$ cat src/hdl/led_matrix_frame_scanner_assert.svh
// Assertion macros for the LED matrix frame scanner.
// Expects signals named clock and reset in the scope of each use.
`ifndef LED_MATRIX_FRAME_SCANNER_ASSERT_SVH
`define LED_MATRIX_FRAME_SCANNER_ASSERT_SVH

// Same-cycle implication, quiet while reset is high.
`define LMFS_ASSERT_SAME(lbl, ante, cons) \
   lbl: assert property (@(posedge clock) disable iff (reset) (ante) |-> (cons)) \
      else $error("led matrix scanner: same-cycle check failed");

// Next-cycle implication, quiet while reset is high.
`define LMFS_ASSERT_NEXT(lbl, ante, cons) \
   lbl: assert property (@(posedge clock) disable iff (reset) (ante) |=> (cons)) \
      else $error("led matrix scanner: next-cycle check failed");

`endif

$ cat src/hdl/lmfs_pkg.sv
// Shared types and constants of the LED matrix frame scanner.
// No dependencies; used by every module of the block but lmfs_fifo.
`timescale 1ns / 1ps
`default_nettype none

package lmfs_pkg;

   localparam int FRAME_BYTES     = 64;
   localparam int ROWS            = 16;
   localparam int ADDR_W          = $clog2(FRAME_BYTES);
   localparam int ROW_W           = $clog2(ROWS);
   localparam int BIT_W           = 4;
   localparam int WORDS           = FRAME_BYTES / 2;
   localparam int WORD_W          = $clog2(WORDS);
   localparam int QUEUE_DEPTH_DEF = 4;
   localparam int OUT_DEPTH       = 4;

   localparam logic ACTION_TICK = 1'b1;

   typedef enum logic {
      KIND_BYTE = 1'b0,
      KIND_TICK = 1'b1
   } kind_type;

   typedef struct packed {
      kind_type            kind;
      logic [ROW_W-1:0]    row;
      logic [BIT_W-1:0]    bitpos;
      logic                load;
      logic [ADDR_W-1:0]   addr;
      logic [7:0]          data;
   } qent_type;

   typedef struct packed {
      logic row_bit;
      logic panel_a_bit;
      logic panel_b_bit;
      logic latch_pulse;
   } rsp_type;

   typedef struct packed {
      logic copy_active;
      logic pop;
   } back_status_type;

   localparam int QENT_W = $bits(qent_type);
   localparam int RSP_W  = $bits(rsp_type);

endpackage

`default_nettype wire

$ cat src/hdl/lmfs_fifo.sv
// Small first-in first-out buffer of flip-flops with occupancy count.
// No package dependency; used for the command queue and the result buffer.
`timescale 1ns / 1ps
`default_nettype none

module lmfs_fifo #(
   parameter int WIDTH = 8,
   parameter int DEPTH = 4
) (
   input  wire logic                         clock,
   input  wire logic                         reset,
   input  wire logic                         push,
   input  wire logic [WIDTH-1:0]             din,
   input  wire logic                         pop,
   output logic      [WIDTH-1:0]             dout,
   output logic                              full,
   output logic                              empty,
   output logic      [$clog2(DEPTH+1)-1:0]   count
);

   localparam int PTR_W = $clog2(DEPTH);
   localparam int CNT_W = $clog2(DEPTH + 1);

   logic [WIDTH-1:0] mem_ff [DEPTH];
   logic [PTR_W-1:0] wr_ptr_ff, wr_ptr_in;
   logic [PTR_W-1:0] rd_ptr_ff, rd_ptr_in;
   logic [CNT_W-1:0] count_ff, count_in;

   always_comb begin
      wr_ptr_in = wr_ptr_ff;
      rd_ptr_in = rd_ptr_ff;
      count_in  = count_ff;
      if (push) begin
         wr_ptr_in = (wr_ptr_ff == PTR_W'(DEPTH - 1)) ? '0 : wr_ptr_ff + 1'b1;
      end
      if (pop) begin
         rd_ptr_in = (rd_ptr_ff == PTR_W'(DEPTH - 1)) ? '0 : rd_ptr_ff + 1'b1;
      end
      case ({push, pop})
         2'b10:   count_in = count_ff + 1'b1;
         2'b01:   count_in = count_ff - 1'b1;
         default: count_in = count_ff;
      endcase
   end

   always_ff @(posedge clock) begin
      if (reset) begin
         wr_ptr_ff <= '0;
         rd_ptr_ff <= '0;
         count_ff  <= '0;
      end else begin
         wr_ptr_ff <= wr_ptr_in;
         rd_ptr_ff <= rd_ptr_in;
         count_ff  <= count_in;
      end
   end

   always_ff @(posedge clock) begin
      if (push) begin
         mem_ff[wr_ptr_ff] <= din;
      end
   end

   assign dout  = mem_ff[rd_ptr_ff];
   assign full  = (count_ff == CNT_W'(DEPTH));
   assign empty = (count_ff == '0);
   assign count = count_ff;

endmodule

`default_nettype wire

$ cat src/hdl/lmfs_front.sv
// Front end: classifies items, tracks receive count, pending frame and scan position.
// Depends on lmfs_pkg.
`timescale 1ns / 1ps
`default_nettype none

module lmfs_front (
   input  wire logic              clock,
   input  wire logic              reset,
   input  wire logic              push,
   input  wire logic              action,
   input  wire logic [7:0]        rx_byte,
   output lmfs_pkg::qent_type     entry
);

   import lmfs_pkg::*;

   logic [ADDR_W-1:0] count_ff, count_in;
   logic              pending_ff, pending_in;
   logic [ROW_W-1:0]  row_ff, row_in;
   logic [BIT_W-1:0]  bit_ff, bit_in;
   logic              is_tick;
   logic              load;

   assign is_tick = (action == ACTION_TICK);
   assign load    = (row_ff == '0) && (bit_ff == '0) && pending_ff;

   always_comb begin
      entry.kind   = is_tick ? KIND_TICK : KIND_BYTE;
      entry.row    = row_ff;
      entry.bitpos = bit_ff;
      entry.load   = load;
      entry.addr   = count_ff;
      entry.data   = rx_byte;
   end

   always_comb begin
      count_in   = count_ff;
      pending_in = pending_ff;
      row_in     = row_ff;
      bit_in     = bit_ff;
      if (push) begin
         if (is_tick) begin
            // drop the pending flag once the copy is scheduled
            if (load) begin
               pending_in = 1'b0;
            end
            bit_in = bit_ff + 1'b1;
            if (bit_ff == '1) begin
               row_in = row_ff + 1'b1;
            end
         end else begin
            count_in = count_ff + 1'b1;
            if (count_ff == '1) begin
               pending_in = 1'b1;
            end
         end
      end
   end

   always_ff @(posedge clock) begin
      if (reset) begin
         count_ff   <= '0;
         pending_ff <= 1'b0;
         row_ff     <= '0;
         bit_ff     <= '0;
      end else begin
         count_ff   <= count_in;
         pending_ff <= pending_in;
         row_ff     <= row_in;
         bit_ff     <= bit_in;
      end
   end

endmodule

`default_nettype wire

$ cat src/hdl/lmfs_back.sv
// Back end: receive and display memories, frame copy sweep, bit readout, result buffer.
// Depends on lmfs_pkg and lmfs_fifo.
`timescale 1ns / 1ps
`default_nettype none

module lmfs_back (
   input  wire logic                    clock,
   input  wire logic                    reset,
   input  wire logic                    head_valid,
   input  lmfs_pkg::qent_type           head,
   output lmfs_pkg::back_status_type    status,
   output logic                         rsp_valid,
   input  wire logic                    rsp_ready,
   output lmfs_pkg::rsp_type            rsp_data
);

   import lmfs_pkg::*;

   localparam int OCNT_W = $clog2(OUT_DEPTH + 1);

   // even bytes are the high half of each display word, odd bytes the low half
   logic [7:0]        even_mem [WORDS];
   logic [7:0]        odd_mem  [WORDS];
   logic [15:0]       disp_mem [WORDS];

   logic              copy_active_ff, copy_active_in;
   logic              copy_done_ff, copy_done_in;
   logic              loaded_ff, loaded_in;
   logic [WORD_W:0]   idx_ff, idx_in;
   logic [7:0]        rd_even_ff, rd_odd_ff;
   logic              wr_pend_ff;
   logic [WORD_W-1:0] wr_addr_ff;

   logic [15:0]       disp_a_ff, disp_b_ff;
   logic              s1_valid_ff;
   logic              s1_loaded_ff;
   logic [ROW_W-1:0]  s1_row_ff;
   logic [BIT_W-1:0]  s1_bit_ff;

   logic              is_tick;
   logic              room;
   logic              pop;
   logic              start_copy;
   logic              byte_wr;
   logic [OCNT_W-1:0] out_count;
   logic              out_full;
   logic              out_empty;
   logic [OCNT_W:0]   out_used;
   rsp_type           out_din;
   logic [15:0]       word_a, word_b;

   assign is_tick    = (head.kind == KIND_TICK);
   assign out_used   = {1'b0, out_count} + {{OCNT_W{1'b0}}, s1_valid_ff};
   assign room       = (out_used < (OCNT_W + 1)'(OUT_DEPTH));
   assign start_copy = head_valid && is_tick && head.load && !copy_done_ff && !copy_active_ff;
   assign pop        = head_valid && !copy_active_ff
                       && (!is_tick || ((!head.load || copy_done_ff) && room));
   assign byte_wr    = pop && !is_tick;

   assign status.copy_active = copy_active_ff;
   assign status.pop         = pop;

   always_comb begin
      copy_active_in = copy_active_ff;
      copy_done_in   = copy_done_ff;
      loaded_in      = loaded_ff;
      idx_in         = idx_ff;
      if (start_copy) begin
         copy_active_in = 1'b1;
         idx_in         = '0;
      end else if (copy_active_ff) begin
         // the extra step at the top index lets the last word land before the tick reads it
         if (idx_ff[WORD_W]) begin
            copy_active_in = 1'b0;
            copy_done_in   = 1'b1;
            loaded_in      = 1'b1;
         end else begin
            idx_in = idx_ff + 1'b1;
         end
      end
      if (pop && is_tick) begin
         copy_done_in = 1'b0;
      end
   end

   always_ff @(posedge clock) begin
      if (reset) begin
         copy_active_ff <= 1'b0;
         copy_done_ff   <= 1'b0;
         loaded_ff      <= 1'b0;
         idx_ff         <= '0;
         wr_pend_ff     <= 1'b0;
         s1_valid_ff    <= 1'b0;
      end else begin
         copy_active_ff <= copy_active_in;
         copy_done_ff   <= copy_done_in;
         loaded_ff      <= loaded_in;
         idx_ff         <= idx_in;
         wr_pend_ff     <= copy_active_ff && !idx_ff[WORD_W];
         s1_valid_ff    <= pop && is_tick;
      end
   end

   // receive store: byte writes, copy-sweep reads
   always_ff @(posedge clock) begin
      if (byte_wr && !head.addr[0]) begin
         even_mem[head.addr[ADDR_W-1:1]] <= head.data;
      end
      if (byte_wr && head.addr[0]) begin
         odd_mem[head.addr[ADDR_W-1:1]] <= head.data;
      end
      rd_even_ff <= even_mem[idx_ff[WORD_W-1:0]];
      rd_odd_ff  <= odd_mem[idx_ff[WORD_W-1:0]];
      wr_addr_ff <= idx_ff[WORD_W-1:0];
   end

   // display store: copy-sweep writes, two row reads per tick
   always_ff @(posedge clock) begin
      if (wr_pend_ff) begin
         disp_mem[wr_addr_ff] <= {rd_even_ff, rd_odd_ff};
      end
      disp_a_ff <= disp_mem[{1'b0, head.row}];
      disp_b_ff <= disp_mem[{1'b1, head.row}];
   end

   always_ff @(posedge clock) begin
      s1_loaded_ff <= loaded_ff;
      s1_row_ff    <= head.row;
      s1_bit_ff    <= head.bitpos;
   end

   assign word_a = s1_loaded_ff ? disp_a_ff : '0;
   assign word_b = s1_loaded_ff ? disp_b_ff : '0;

   always_comb begin
      out_din.row_bit     = ((s1_row_ff + s1_bit_ff) == '1);
      out_din.panel_a_bit = word_a[s1_bit_ff];
      out_din.panel_b_bit = word_b[s1_bit_ff];
      out_din.latch_pulse = (s1_bit_ff == '1);
   end

   lmfs_fifo #(
      .WIDTH (RSP_W),
      .DEPTH (OUT_DEPTH)
   ) u_out_fifo (
      .clock (clock),
      .reset (reset),
      .push  (s1_valid_ff),
      .din   (out_din),
      .pop   (rsp_valid && rsp_ready),
      .dout  (rsp_data),
      .full  (out_full),
      .empty (out_empty),
      .count (out_count)
   );

   assign rsp_valid = !out_empty || (out_full && 1'b0);

endmodule

`default_nettype wire

$ cat src/hdl/led_matrix_frame_scanner.sv
// Top level of the LED matrix frame scanner: front end, command queue, back end.
// Depends on lmfs_pkg, lmfs_front, lmfs_fifo, lmfs_back and the assertion macros.
//
// Scans two 16x16 LED panels one bit per tick item and stores frame bytes from byte
// items. Items enter at one per cycle while the command queue has room. Byte and tick
// items pass in order through the queue, so a frame copy sees exactly the bytes that
// came before its tick. The tick at row 0, bit 0 with a full frame pending runs a copy
// sweep of the receive memory into the display memory, one 16-bit word a cycle over 32
// words; the back end holds during the sweep and the front end keeps taking items until
// the queue fills. Results wait in a four-entry buffer, so a stalled rsp side does not
// block input until the queue also fills.
// The display reads as all zeros until the first frame has been copied.
`timescale 1ns / 1ps
`default_nettype none
`include "led_matrix_frame_scanner_assert.svh"

module led_matrix_frame_scanner #(
   parameter int QUEUE_DEPTH = lmfs_pkg::QUEUE_DEPTH_DEF
) (
   input  wire logic        clock,
   input  wire logic        reset,
   input  wire logic        req_valid,
   output logic             req_ready,
   input  wire logic        req_action,
   input  wire logic [7:0]  req_rx_byte,
   output logic             rsp_valid,
   input  wire logic        rsp_ready,
   output logic             rsp_row_bit,
   output logic             rsp_panel_a_bit,
   output logic             rsp_panel_b_bit,
   output logic             rsp_latch_pulse
);

   import lmfs_pkg::*;

   localparam int QCNT_W = $clog2(QUEUE_DEPTH + 1);

   qent_type          front_entry;
   logic [QENT_W-1:0] q_dout;
   qent_type          q_head;
   logic              q_full;
   logic              q_empty;
   logic [QCNT_W-1:0] q_count;
   logic              req_xfer;
   back_status_type   back_status;
   rsp_type           rsp_data;

   // accept a transfer whenever the queue has a free slot
   assign req_ready = !q_full;
   assign req_xfer  = req_valid && req_ready;

   lmfs_front u_front (
      .clock   (clock),
      .reset   (reset),
      .push    (req_xfer),
      .action  (req_action),
      .rx_byte (req_rx_byte),
      .entry   (front_entry)
   );

   lmfs_fifo #(
      .WIDTH (QENT_W),
      .DEPTH (QUEUE_DEPTH)
   ) u_queue (
      .clock (clock),
      .reset (reset),
      .push  (req_xfer),
      .din   (front_entry),
      .pop   (back_status.pop),
      .dout  (q_dout),
      .full  (q_full),
      .empty (q_empty),
      .count (q_count)
   );

   assign q_head = qent_type'(q_dout);

   lmfs_back u_back (
      .clock      (clock),
      .reset      (reset),
      .head_valid (!q_empty),
      .head       (q_head),
      .status     (back_status),
      .rsp_valid  (rsp_valid),
      .rsp_ready  (rsp_ready),
      .rsp_data   (rsp_data)
   );

   assign rsp_row_bit     = rsp_data.row_bit;
   assign rsp_panel_a_bit = rsp_data.panel_a_bit;
   assign rsp_panel_b_bit = rsp_data.panel_b_bit;
   assign rsp_latch_pulse = rsp_data.latch_pulse;

   // hold the queue head for the whole copy sweep
   `LMFS_ASSERT_SAME(a_no_pop_in_copy, back_status.copy_active, !back_status.pop)
   // a copy sweep is still active in the cycle after it starts
   `LMFS_ASSERT_NEXT(a_copy_lasts, $rose(back_status.copy_active), back_status.copy_active)
   // pop only from an occupied queue
   `LMFS_ASSERT_SAME(a_pop_nonempty, back_status.pop, q_count != '0)

endmodule

`default_nettype wire

$ cat config.mk
export PLATFORM = sky130hd
export DESIGN_NAME = led_matrix_frame_scanner
export DESIGN_NICKNAME = d
export VERILOG_FILES = /design/src/hdl/lmfs_pkg.sv /design/src/hdl/lmfs_fifo.sv /design/src/hdl/lmfs_front.sv /design/src/hdl/lmfs_back.sv /design/src/hdl/led_matrix_frame_scanner.sv
export VERILOG_INCLUDE_DIRS = /design/src /design/src/hdl
export SDC_FILE = /design/constraint.sdc
export NUM_CORES = 1
export LEC_CHECK = 0
export ABC_CLOCK_PERIOD_IN_PS = 4900
export BUFFER_PORTS_ARGS = -buffer_cell sky130_fd_sc_hd__buf_4
export CORE_ASPECT_RATIO = 1.5
export CORE_MARGIN = 2
export CORE_UTILIZATION = 50
export DETAILED_ROUTE_END_ITERATION = 12
export PLACE_DENSITY = 0.67
export SLEW_MARGIN = 10
export SYNTH_ARGS = -nofsm -noshare
export SYNTH_HDL_FRONTEND = slang
export SYNTH_SLANG_ARGS = --single-unit
$ cat constraint.sdc
create_clock -name clock -period 4.9 [get_ports clock]
set_input_delay 0.98 -clock clock [delete_from_list [all_inputs] [get_ports clock]]
set_output_delay 0.98 -clock clock [all_outputs]
set_load 0.02 [all_outputs]
==> results of run 1 <==
logic make-up (layout without fill, tap and decap cells):
| group | Yosys count | in the layout | share of synthesized area |
|---|---|---|---|
| AOI/OAI and AO/OA | 221 | 221 | 0.0273 |
| xor gates and xnor gates | 21 | 21 | 0.00391 |
| adders and majority gates | 24 | 24 | 0.00686 |
| buffers and inverters | 140 | 326 | 0.0133 |
| DFF | 1242 | 1242 | 0.770 |
| muxes | 474 | 474 | 0.154 |
| other | 0 | 1 | 0 |
| and+or+nand+nor | 264 | 264 | 0.0250 |
registers in the layout (all words and copies together) (netlist names), 5 cells and up, named ones only:
register,flops
u_back.disp_a_ff,16
u_back.disp_b_ff,16
u_back.disp_mem,512
u_back.even_mem,256
u_back.idx_ff,6
u_back.odd_mem,256
u_back.rd_even_ff,8
u_back.rd_odd_ff,8
u_back.u_out_fifo.mem_ff,16
u_back.wr_addr_ff,5
u_front.count_ff,6
u_queue.mem_ff,96
final timing paths:
| kind | start | endpoint |
|---|---|---|
| worst max register to register | register | u_back.even_mem[0][6] |
| worst min-delay path | u_back.loaded_ff | u_back.s1_loaded_ff |
| worst min register to register | u_back.loaded_ff | u_back.s1_loaded_ff |
| worst max-delay path | register | u_back.even_mem[0][6] |
per-stage QoR:
step           worst slack [ns]  utilization  total power [µW]
2_1_floorplan              1.94            -             17500
3_3_place_gp               1.40        0.526             19700
3_5_place_dp               1.30        0.526             19900
4_1_cts                    1.32        0.567             28800
5_1_grt                    1.17        0.567             29600
6_report                   1.38        0.567             28600
worst max-delay path, delay by kind of cell, from the launching register on:
| kind | cells | cell delay, ns |
|---|---|---|
| mux | 1 | 0.63 |
| flops | 1 | 0.66 |
| simple gates | 3 | 1.85 |
routing by layer:
metal  vias to the layer above  GRT usage
li1                       9806          -
met1                     11679      0.250
met2                       599      0.391
met3                       171     0.0229
met4                         0     0.0865
met5                         -          0
power groups by stage:
stage	clock [µW]	combinational (µW)	sequential [µW]
6_report	9030	6220	13300
5_1_grt	9550	6640	13400
4_1_cts	9170	6320	13300
3_5_place_dp	0	6290	13600
3_3_place_gp	0	6150	13500
2_1_floorplan	0	4150	13300
synthesized netlist by cell type, types with 4 or more instances:
cell type | number | area, µm²
edfxtp_1 | 1136 | 34100
mux2i_1 | 260 | 2600
mux4_2 | 198 | 4460
nor2_1 | 169 | 634
o22ai_1 | 128 | 801
dfxtp_1 | 106 | 2120
o21ai_1 | 65 | 325
clkbuf_1 | 56 | 210
buf_2 | 36 | 180
nand2_1 | 28 | 105
ha_1 | 21 | 263
a21oi_1 | 19 | 95.1
inv_1 | 17 | 63.8
mux2_2 | 16 | 180
buf_4 | 13 | 97.6
buf_1 | 12 | 45.0
xor2_1 | 12 | 105
nand3_1 | 11 | 55.1
xnor2_1 | 9 | 78.8
nand3b_1 | 7 | 52.6
nor3_1 | 7 | 35.0
and2_1 | 6 | 37.5
and3_1 | 6 | 37.5
or3_1 | 6 | 37.5
inv_2 | 5 | 18.8
nand2b_1 | 5 | 31.3
nand4_1 | 4 | 25.0
area by class of cell:
cell class / count / area share
Antenna cell: 1 / 0.0000474
Clock inverter: 70 / 0.0155
Tap cell: 1251 / 0.0297
Timing Repair Buffer: 96 / 0.0153
Inverter: 22 / 0.00156
Clock buffer: 138 / 0.0575
Multi-Input combinational cell: 1004 / 0.194
Sequential cell: 1242 / 0.687
==> run metrics, run 1 <==
multi-input logic area=0.0102 mm²; status=completed; initial drt markers=1869; FF-to-FF setup slack=1.38 ns; post-route ant nets=0; CTS resizes=0; cells on worst reg2reg path=4; ys async rst share=0; Post-synth top flop=edfxtp_1; Worst-path clk slew=0.07 ns; CP max FO=13; Worst Clk Skew=0.0395 ns; GPL Wtd Cong=0.803; Max Clk Rate=284 MHz; VDD IR max=0.000350 V; Clk network pwr share=0.316; Non-Filler Cell Area, Final=0.0528 mm²; Ys Warns=0; area growth from synthesis to layout=12.1%; part of the Yosys area used for sequential elements=0.770; Post-Synthesis Cell Area=0.0471 mm²; cell chain of the critical path=mux4_2 > nor4_1 > nand2_1 > nor2_1; hold_buf cts=0; M1 WL=37.7 mm; Synth cell types=45; I/O pins=19; I/O Buffers=18; area of the die=0.0967 mm²; syn_area_per_cell=19.7 µm²; TritonCTS clock tree=built; switching share of power=0.288; CP startpoint kind=register; number of global-route vias before repair=23287; TNS Setup=0 ns; CP Capture Type=register; RSZ-0062 raised after global routing=no; postcts setup bufs=0; Root Driver=clkbuf_16; max-cap violation count=0; Reg power frac=0.466; fill count=6783; post-synthesis net count=2423; count of final hold-check violations=0; post-DR wirelength/cell=26.5 µm; Yosys reg bits=1242; most frequent cells in the layout=edfxtp_1 (1136), mux2i_1 (260), mux4_2 (197), nor2_1 (169), o22ai_1 (128); DIE WIDTH=255 µm; # DRC=0; CTS H-tree depth=3; Setup CP Type=reg2reg; CTS Sinks=1242; worst slew pin tran=1.31 ns; initial core utilization=0.506; Placed Area=0.0489 mm²; total global-route track usage=0.212; Row Count=137; Pleak=0.0169 µW; dpl hpwl=61.4 mm; WL met2=55.9 mm; Syn Inst Count=2386; Power Internal=20300 µW; metal3 WL=4.13 mm; Slew HR=0.125; worst skew pair latency=0.73 ns; Die Ht=380 µm; share of cells above drive strength 1=0.199; pin count of the biggest net entering global routing=129; Arr. time, crit path=3.87 ns; worst hold path class=reg2reg; Slowest cell on crit path=nor2_1; first-pass GRT wire length=150 mm; Setup Viol. Count Final=0; dpl cells=3615; initial antenna violation count=0; EDFF count, synth=1136; hold slack final=0.389 ns; Critical Path RT=5.24 ns; register area=0.0362 mm²; Max Transition Viols Final=0; fin crit share=0.719; TritonCTS Buffers=110; first drt pass iteration count=7; min cycle time layout=3.52 ns; CP max stage delay=0.70 ns; Post-Route WL=101 mm; Net Sw Power=8230 µW; maximum buffer depth of the clock tree=3; Pwr Density=542 mW/mm²; most common cell after layout, fill and taps aside=edfxtp_1; DR vias=22255; Hold Crit Depth=0; grt total ovfl=0; max layer used=met4; Vias/cell=5.82; Layout Nets=2513; core area=0.0931 mm²; Final Non-Filler Cells=3824; Comb power frac=0.218
Note: power is estimated with default switching activity, not from simulation.
==> run 2, diff against run 1 <==
--- a/config.mk
+++ b/config.mk
@@ -6,7 +6,7 @@
 export SDC_FILE = /design/constraint.sdc
 export NUM_CORES = 1
 export LEC_CHECK = 0
-export ABC_CLOCK_PERIOD_IN_PS = 4900
+export ABC_CLOCK_PERIOD_IN_PS = 3550
 export BUFFER_PORTS_ARGS = -buffer_cell sky130_fd_sc_hd__buf_4
 export CORE_ASPECT_RATIO = 1.5
 export CORE_MARGIN = 2
==> constraint.sdc (replaced) <==
create_clock -name clock -period 3.55 [get_ports clock]
set_input_delay 0.71 -clock clock [delete_from_list [all_inputs] [get_ports clock]]
set_output_delay 0.71 -clock clock [all_outputs]
set_load 0.02 [all_outputs]
==> run metrics, run 2 (synthesis gave the netlist of run 1 again) <==
max reg flops=512 (unchanged); share of cells above drive strength 1=0.222 (+0.0229); Layout Nets=2589 (+3.0%); Die Ht=380 µm (unchanged); Worst R2R End=u_back.even_mem[12][0]; # DRC=0 (unchanged); FF-to-FF setup slack=0.36 ns (-1.01 ns); dpl hpwl=61.7 mm (+0.42%); worst slew pin tran=1.23 ns (-0.0812 ns); CTS H-tree depth=3 (unchanged); post-DR wirelength/cell=25.9 µm (-2.3%); # diodes=0 (-1); grt total ovfl=0 (unchanged); hold wc startpoint=req_rx_byte[2]; Reg with most FFs=u_back.disp_mem; Clk network pwr share=0.321 (+0.005); initial drt markers=1538 (-18%); CTS Sinks=1242 (unchanged); CP startpoint kind=register; Post-Route WL=101 mm (-0.48%); max-cap violation count=0 (unchanged); switching share of power=0.283 (-0.00463); Row Count=137 (unchanged); I/O pins=19 (unchanged); GPL Wtd Cong=0.809 (+0.83%); Hold Crit Depth=1 (+1); Vias/cell=5.78 (-0.73%); maximum buffer depth of the clock tree=3 (unchanged); CP Capture Type=register; hold slack final=0.193 ns (-0.195 ns); TritonCTS clock tree=built; CP max FO=13 (unchanged); Placed Area=0.0495 mm² (+1.2%); cells on worst reg2reg path=6 (+2); Comb power frac=0.217 (about the same); Setup Viol. Count Final=0 (unchanged); Max Transition Viols Final=0 (unchanged); post-route ant nets=0 (unchanged); Max Clk Rate=314 MHz (+11%); DR vias=22509 (+1.1%); setup ws final=0.362 ns (-1.01 ns); Reg power frac=0.462 (-0.004); Arr. time, crit path=3.59 ns (-0.28 ns); count of final hold-check violations=0 (unchanged); DIE WIDTH=255 µm (unchanged); Critical Path RT=3.95 ns (-1.29 ns); first-pass GRT wire length=150 mm (+0.36%); initial antenna violation count=0 (unchanged); area of the die=0.0967 mm² (unchanged); most frequent cells in the layout=edfxtp_1 (1136), mux2i_1 (260), mux4_2 (197), nor2_1 (169), buf_4 (160); TNS Setup=0 ns (unchanged); Pwr Density=744 mW/mm² (+37%); hold_buf cts=0 (unchanged); Pleak=0.0173 µW (+2.8%); number of global-route vias before repair=23722 (+1.9%); RSZ-0062 raised after global routing=no; core area=0.0931 mm² (unchanged); area growth from synthesis to layout=13.7%; Net Sw Power=11300 µW (+37%); Setup CP Type=reg2reg; Worst Clk Skew=0.0662 ns (+0.0267 ns); TritonCTS Buffers=111 (+0.91%); CTS resizes=0 (unchanged); worst skew pair latency=0.73 ns (about the same); total global-route track usage=0.211 (-0.000769); first drt pass iteration count=5 (-2); worst hold path class=in2reg; Worst-path clk slew=0.07 ns (about the same); post-place setup slack=0.438 ns (-0.862 ns); postcts setup bufs=0 (unchanged); fin crit share=0.898 (+0.179); Non-Filler Cell Area, Final=0.0535 mm² (+1.4%); pin count of the biggest net entering global routing=77 (-40%); Final Non-Filler Cells=3896 (+1.9%); I/O Buffers=18 (unchanged); Slew HR=0.180 (+0.0553); VDD IR max=0.000570 V (+63%); Power Internal=28500 µW (+40%); Hold EP=u_queue.mem_ff[3][2]; min cycle time layout=3.19 ns (-0.336 ns); Root Driver=clkbuf_16; most common cell after layout, fill and taps aside=edfxtp_1; initial core utilization=0.506 (unchanged); status=completed; dpl cells=3690 (+2.1%)
-- run 2: changes by cell type in the layout (fill, tap and decap cells not counted), moves of 2 or more --
cell,delta
clkinv_2,-2
bufinv_16,+4
clkinv_8,-2
clkbuf_1,+2
clkinv_16,+2
clkinv_1,-4
buf_12,+4
clkinv_4,-3
buf_4,+71
clkbuf_8,+4
-- run 2: routing by layer --
layer / up-vias / wire length (µm) / GRT usage
met4: 0 / 3640 / 0.0851
met5: - / 0 / 0
met1: 11765 / 37100 / 0.246
met2: 615 / 55800 / 0.391
li1: 9945 / - / -
met3: 184 / 4130 / 0.0263
-- run 2: area by class of cell --
type / instances / area (µm²)
Multi-Input combinational cell: 1004 / 10200
Sequential cell: 1242 / 36200
Fill cell: 6757 / 39600
Tap cell: 1251 / 1570
Inverter: 22 / 82.6
Timing Repair Buffer: 171 / 1420
Clock buffer: 143 / 3070
Clock inverter: 63 / 902
-- run 2: stage by stage --
| step | power, µW | util |
|---|---|---|
| floorplan | 24200 | - |
| global placement | 27200 | 0.532 |
| detailed placement | 27500 | 0.532 |
| CTS | 40200 | 0.575 |
| global route | 41200 | 0.575 |
| finish | 39800 | 0.575 |
-- run 2: worst max-delay path by stage --
stage,startpoint,endpoint
global placement,register,u_back.even_mem[6][4]
floorplan,register,u_queue.count[2]
global route,register,u_back.even_mem[2][7]
finish,register,u_back.even_mem[12][0]
detailed placement,register,u_back.even_mem[20][7]
CTS,register,u_back.even_mem[20][7]
-- run 2: worst max-delay path, stage by stage (launching register included) --
cell and delay [ns]:
dfxtp_2 0.35, buf_4 0.30, mux4_2 0.60, nor4_1 0.64, nand2_1 0.52, nor2_1 0.25, buf_4 0.20
-- run 2: power groups by stage --
stage	Clock, µW	Combinational (µW)	Sequential (µW)
global route	13600	9220	18500
CTS	13000	8790	18400
finish	12800	8640	18400
floorplan	0	5740	18400
global placement	0	8520	18700
detailed placement	0	8760	18700
==> run 3, diff against run 2 <==
--- a/config.mk
+++ b/config.mk
@@ -10,9 +10,9 @@
 export BUFFER_PORTS_ARGS = -buffer_cell sky130_fd_sc_hd__buf_4
 export CORE_ASPECT_RATIO = 1.5
 export CORE_MARGIN = 2
-export CORE_UTILIZATION = 50
+export CORE_UTILIZATION = 43
 export DETAILED_ROUTE_END_ITERATION = 12
-export PLACE_DENSITY = 0.67
+export PLACE_DENSITY = 0.6
 export SLEW_MARGIN = 10
 export SYNTH_ARGS = -nofsm -noshare
 export SYNTH_HDL_FRONTEND = slang
==> constraint.sdc (replaced) <==
create_clock -name clock -period 3.55 [get_ports clock]
set_input_delay 0.355 -clock clock [delete_from_list [all_inputs] [get_ports clock]]
set_output_delay 0.355 -clock clock [all_outputs]
set_load 0.02 [all_outputs]
==> run metrics, run 3 (synthesis gave the netlist of run 1 again) <==
initial drt markers=1486 (-3.4%); core area=0.109 mm² (+17%); pin count of the biggest net entering global routing=65 (-16%); Die Ht=409 µm (+7.8%); Pleak=0.0173 µW (+0.19%); Layout Nets=2607 (+0.70%); # diodes=0 (unchanged); VDD IR max=0.000459 V (-19%); Row Count=148 (+8.0%); I/O pins=19 (unchanged); CTS Sinks=1242 (unchanged); most common cell after layout, fill and taps aside=edfxtp_1; area of the die=0.112 mm² (+16%); Root Driver=clkbuf_16; # DRC=0 (unchanged); Slowest cell on crit path=or2_2; hold slack final=0.0628 ns (-0.131 ns); worst slew pin tran=1.31 ns (+0.0805 ns); dpl cells=3872 (+4.9%); first drt pass iteration count=5 (unchanged); initial core utilization=0.434 (-0.0719); cell chain of the critical path=buf_4 > mux4_2 > or2_2 > buf_12 > o22ai_1 > nor2_1 > o21ai_1; CP max FO=36 (+23); DR vias=22216 (-1.3%); total global-route track usage=0.180 (-0.0312); maximum buffer depth of the clock tree=3 (unchanged); max reg flops=512 (unchanged); initial antenna violation count=0 (unchanged); CTS H-tree depth=3 (unchanged); RSZ-0062 raised after global routing=no; Reg with most FFs=u_back.disp_mem; Max Transition Viols Final=0 (unchanged); max-cap violation count=0 (unchanged); area growth from synthesis to layout=14.4%; most frequent cells in the layout=edfxtp_1 (1136), mux2i_1 (260), mux4_2 (197), nor2_1 (169), buf_4 (159); dpl hpwl=63.2 mm (+2.4%); post-route ant nets=0 (unchanged); CP Capture Type=register; Critical Path RT=4.14 ns (+0.19 ns); Max Clk Rate=338 MHz (+7.9%); first-pass GRT wire length=150 mm (-0.30%); TNS Setup=0 ns (unchanged); Final Non-Filler Cells=4094 (+5.1%); I/O Buffers=18 (unchanged); share of cells above drive strength 1=0.221 (-0.000494); CP startpoint kind=register; Setup CP Type=reg2reg; post-DR wirelength/cell=24.4 µm (-5.6%); number of global-route vias before repair=23511 (-0.89%); Vias/cell=5.43 (-6.1%); count of final hold-check violations=0 (unchanged); Post-Route WL=100 mm (-0.77%); Worst Clk Skew=0.0488 ns (-0.0174 ns); Placed Area=0.0499 mm² (+0.79%); TritonCTS Buffers=111 (unchanged); GPL Wtd Cong=0.765 (-5.5%); Setup Viol. Count Final=0 (unchanged); status=completed; Non-Filler Cell Area, Final=0.0538 mm² (+0.60%); CP max stage delay=0.63 ns (about the same); Worst-path clk slew=0.07 ns (about the same); TritonCTS clock tree=built; min cycle time layout=2.96 ns (-0.233 ns); DIE WIDTH=274 µm (+7.7%); worst skew pair latency=0.73 ns (about the same); Pwr Density=729 mW/mm² (-2.0%); fin crit share=0.832 (-0.0656); worst hold path class=in2reg; grt total ovfl=0 (unchanged); Arr. time, crit path=3.54 ns (-0.05 ns); Slew HR=0.125 (-0.0549)
==> run 3: worst max-delay path, delay by kind of cell, from the launching register on <==
kind / cells / cell delay [ns]
buf+inv: 2 / 0.56
compound gates: 2 / 0.42
flops: 1 / 0.48
mux: 1 / 0.59
simple gates: 2 / 0.70
==> run 3: repair_timing <==
item,in CTS,in global routing
buffers inserted,0,0
setup endpoints to repair,0,0
hold buffers,10,0
hold endpoints to repair,39,0
gates resized for setup,0,0
==> run 3: worst paths after layout <==
kind | start | to | slack, ns | cells after the start
max | register | u_back.disp_a_ff[2] | 0.59 | 7
min | reset | u_back.wr_pend_ff | 0.06 | 2
max reg2reg | register | u_back.disp_a_ff[2] | 0.59 | 7
min reg2reg | u_back.loaded_ff | u_back.s1_loaded_ff | 0.36 | 0
==> run 3: cell type report <==
cell class | instances | area (µm²)
Multi-Input combinational cell | 1004 | 10200
Sequential cell | 1242 | 36300
Timing Repair Buffer | 189 | 1690
Clock buffer | 146 | 3040
Tap cell | 1425 | 1780
Fill cell | 8802 | 54700
Inverter | 22 | 82.6
Clock inverter | 66 | 759
==> run 3: power by group <==
| group | internal, µW | total (µW) | switching (µW) |
|---|---|---|---|
| Combinational | 3320 | 8520 | 5200 |
| Sequential | 17800 | 18400 | 617 |
| Clock | 6970 | 12300 | 5340 |
==> run 3: metal layers <==
layer  wire length (µm)  global-route usage
met2              57100               0.348
met4               2560              0.0618
met1              37100               0.202
met3               3190              0.0200
met5                  0                   0
==> run 3: metrics by stage <==
| stage | power [µW] | util | worst slack (ns) |
|---|---|---|---|
| finish | 39300 | 0.496 | 0.595 |
| global route | 40800 | 0.496 | 0.429 |
| CTS | 39700 | 0.496 | 0.518 |
| detailed placement | 27400 | 0.460 | 0.563 |
| global placement | 27200 | 0.460 | 0.568 |
| floorplan | 24200 | - | 0.587 |
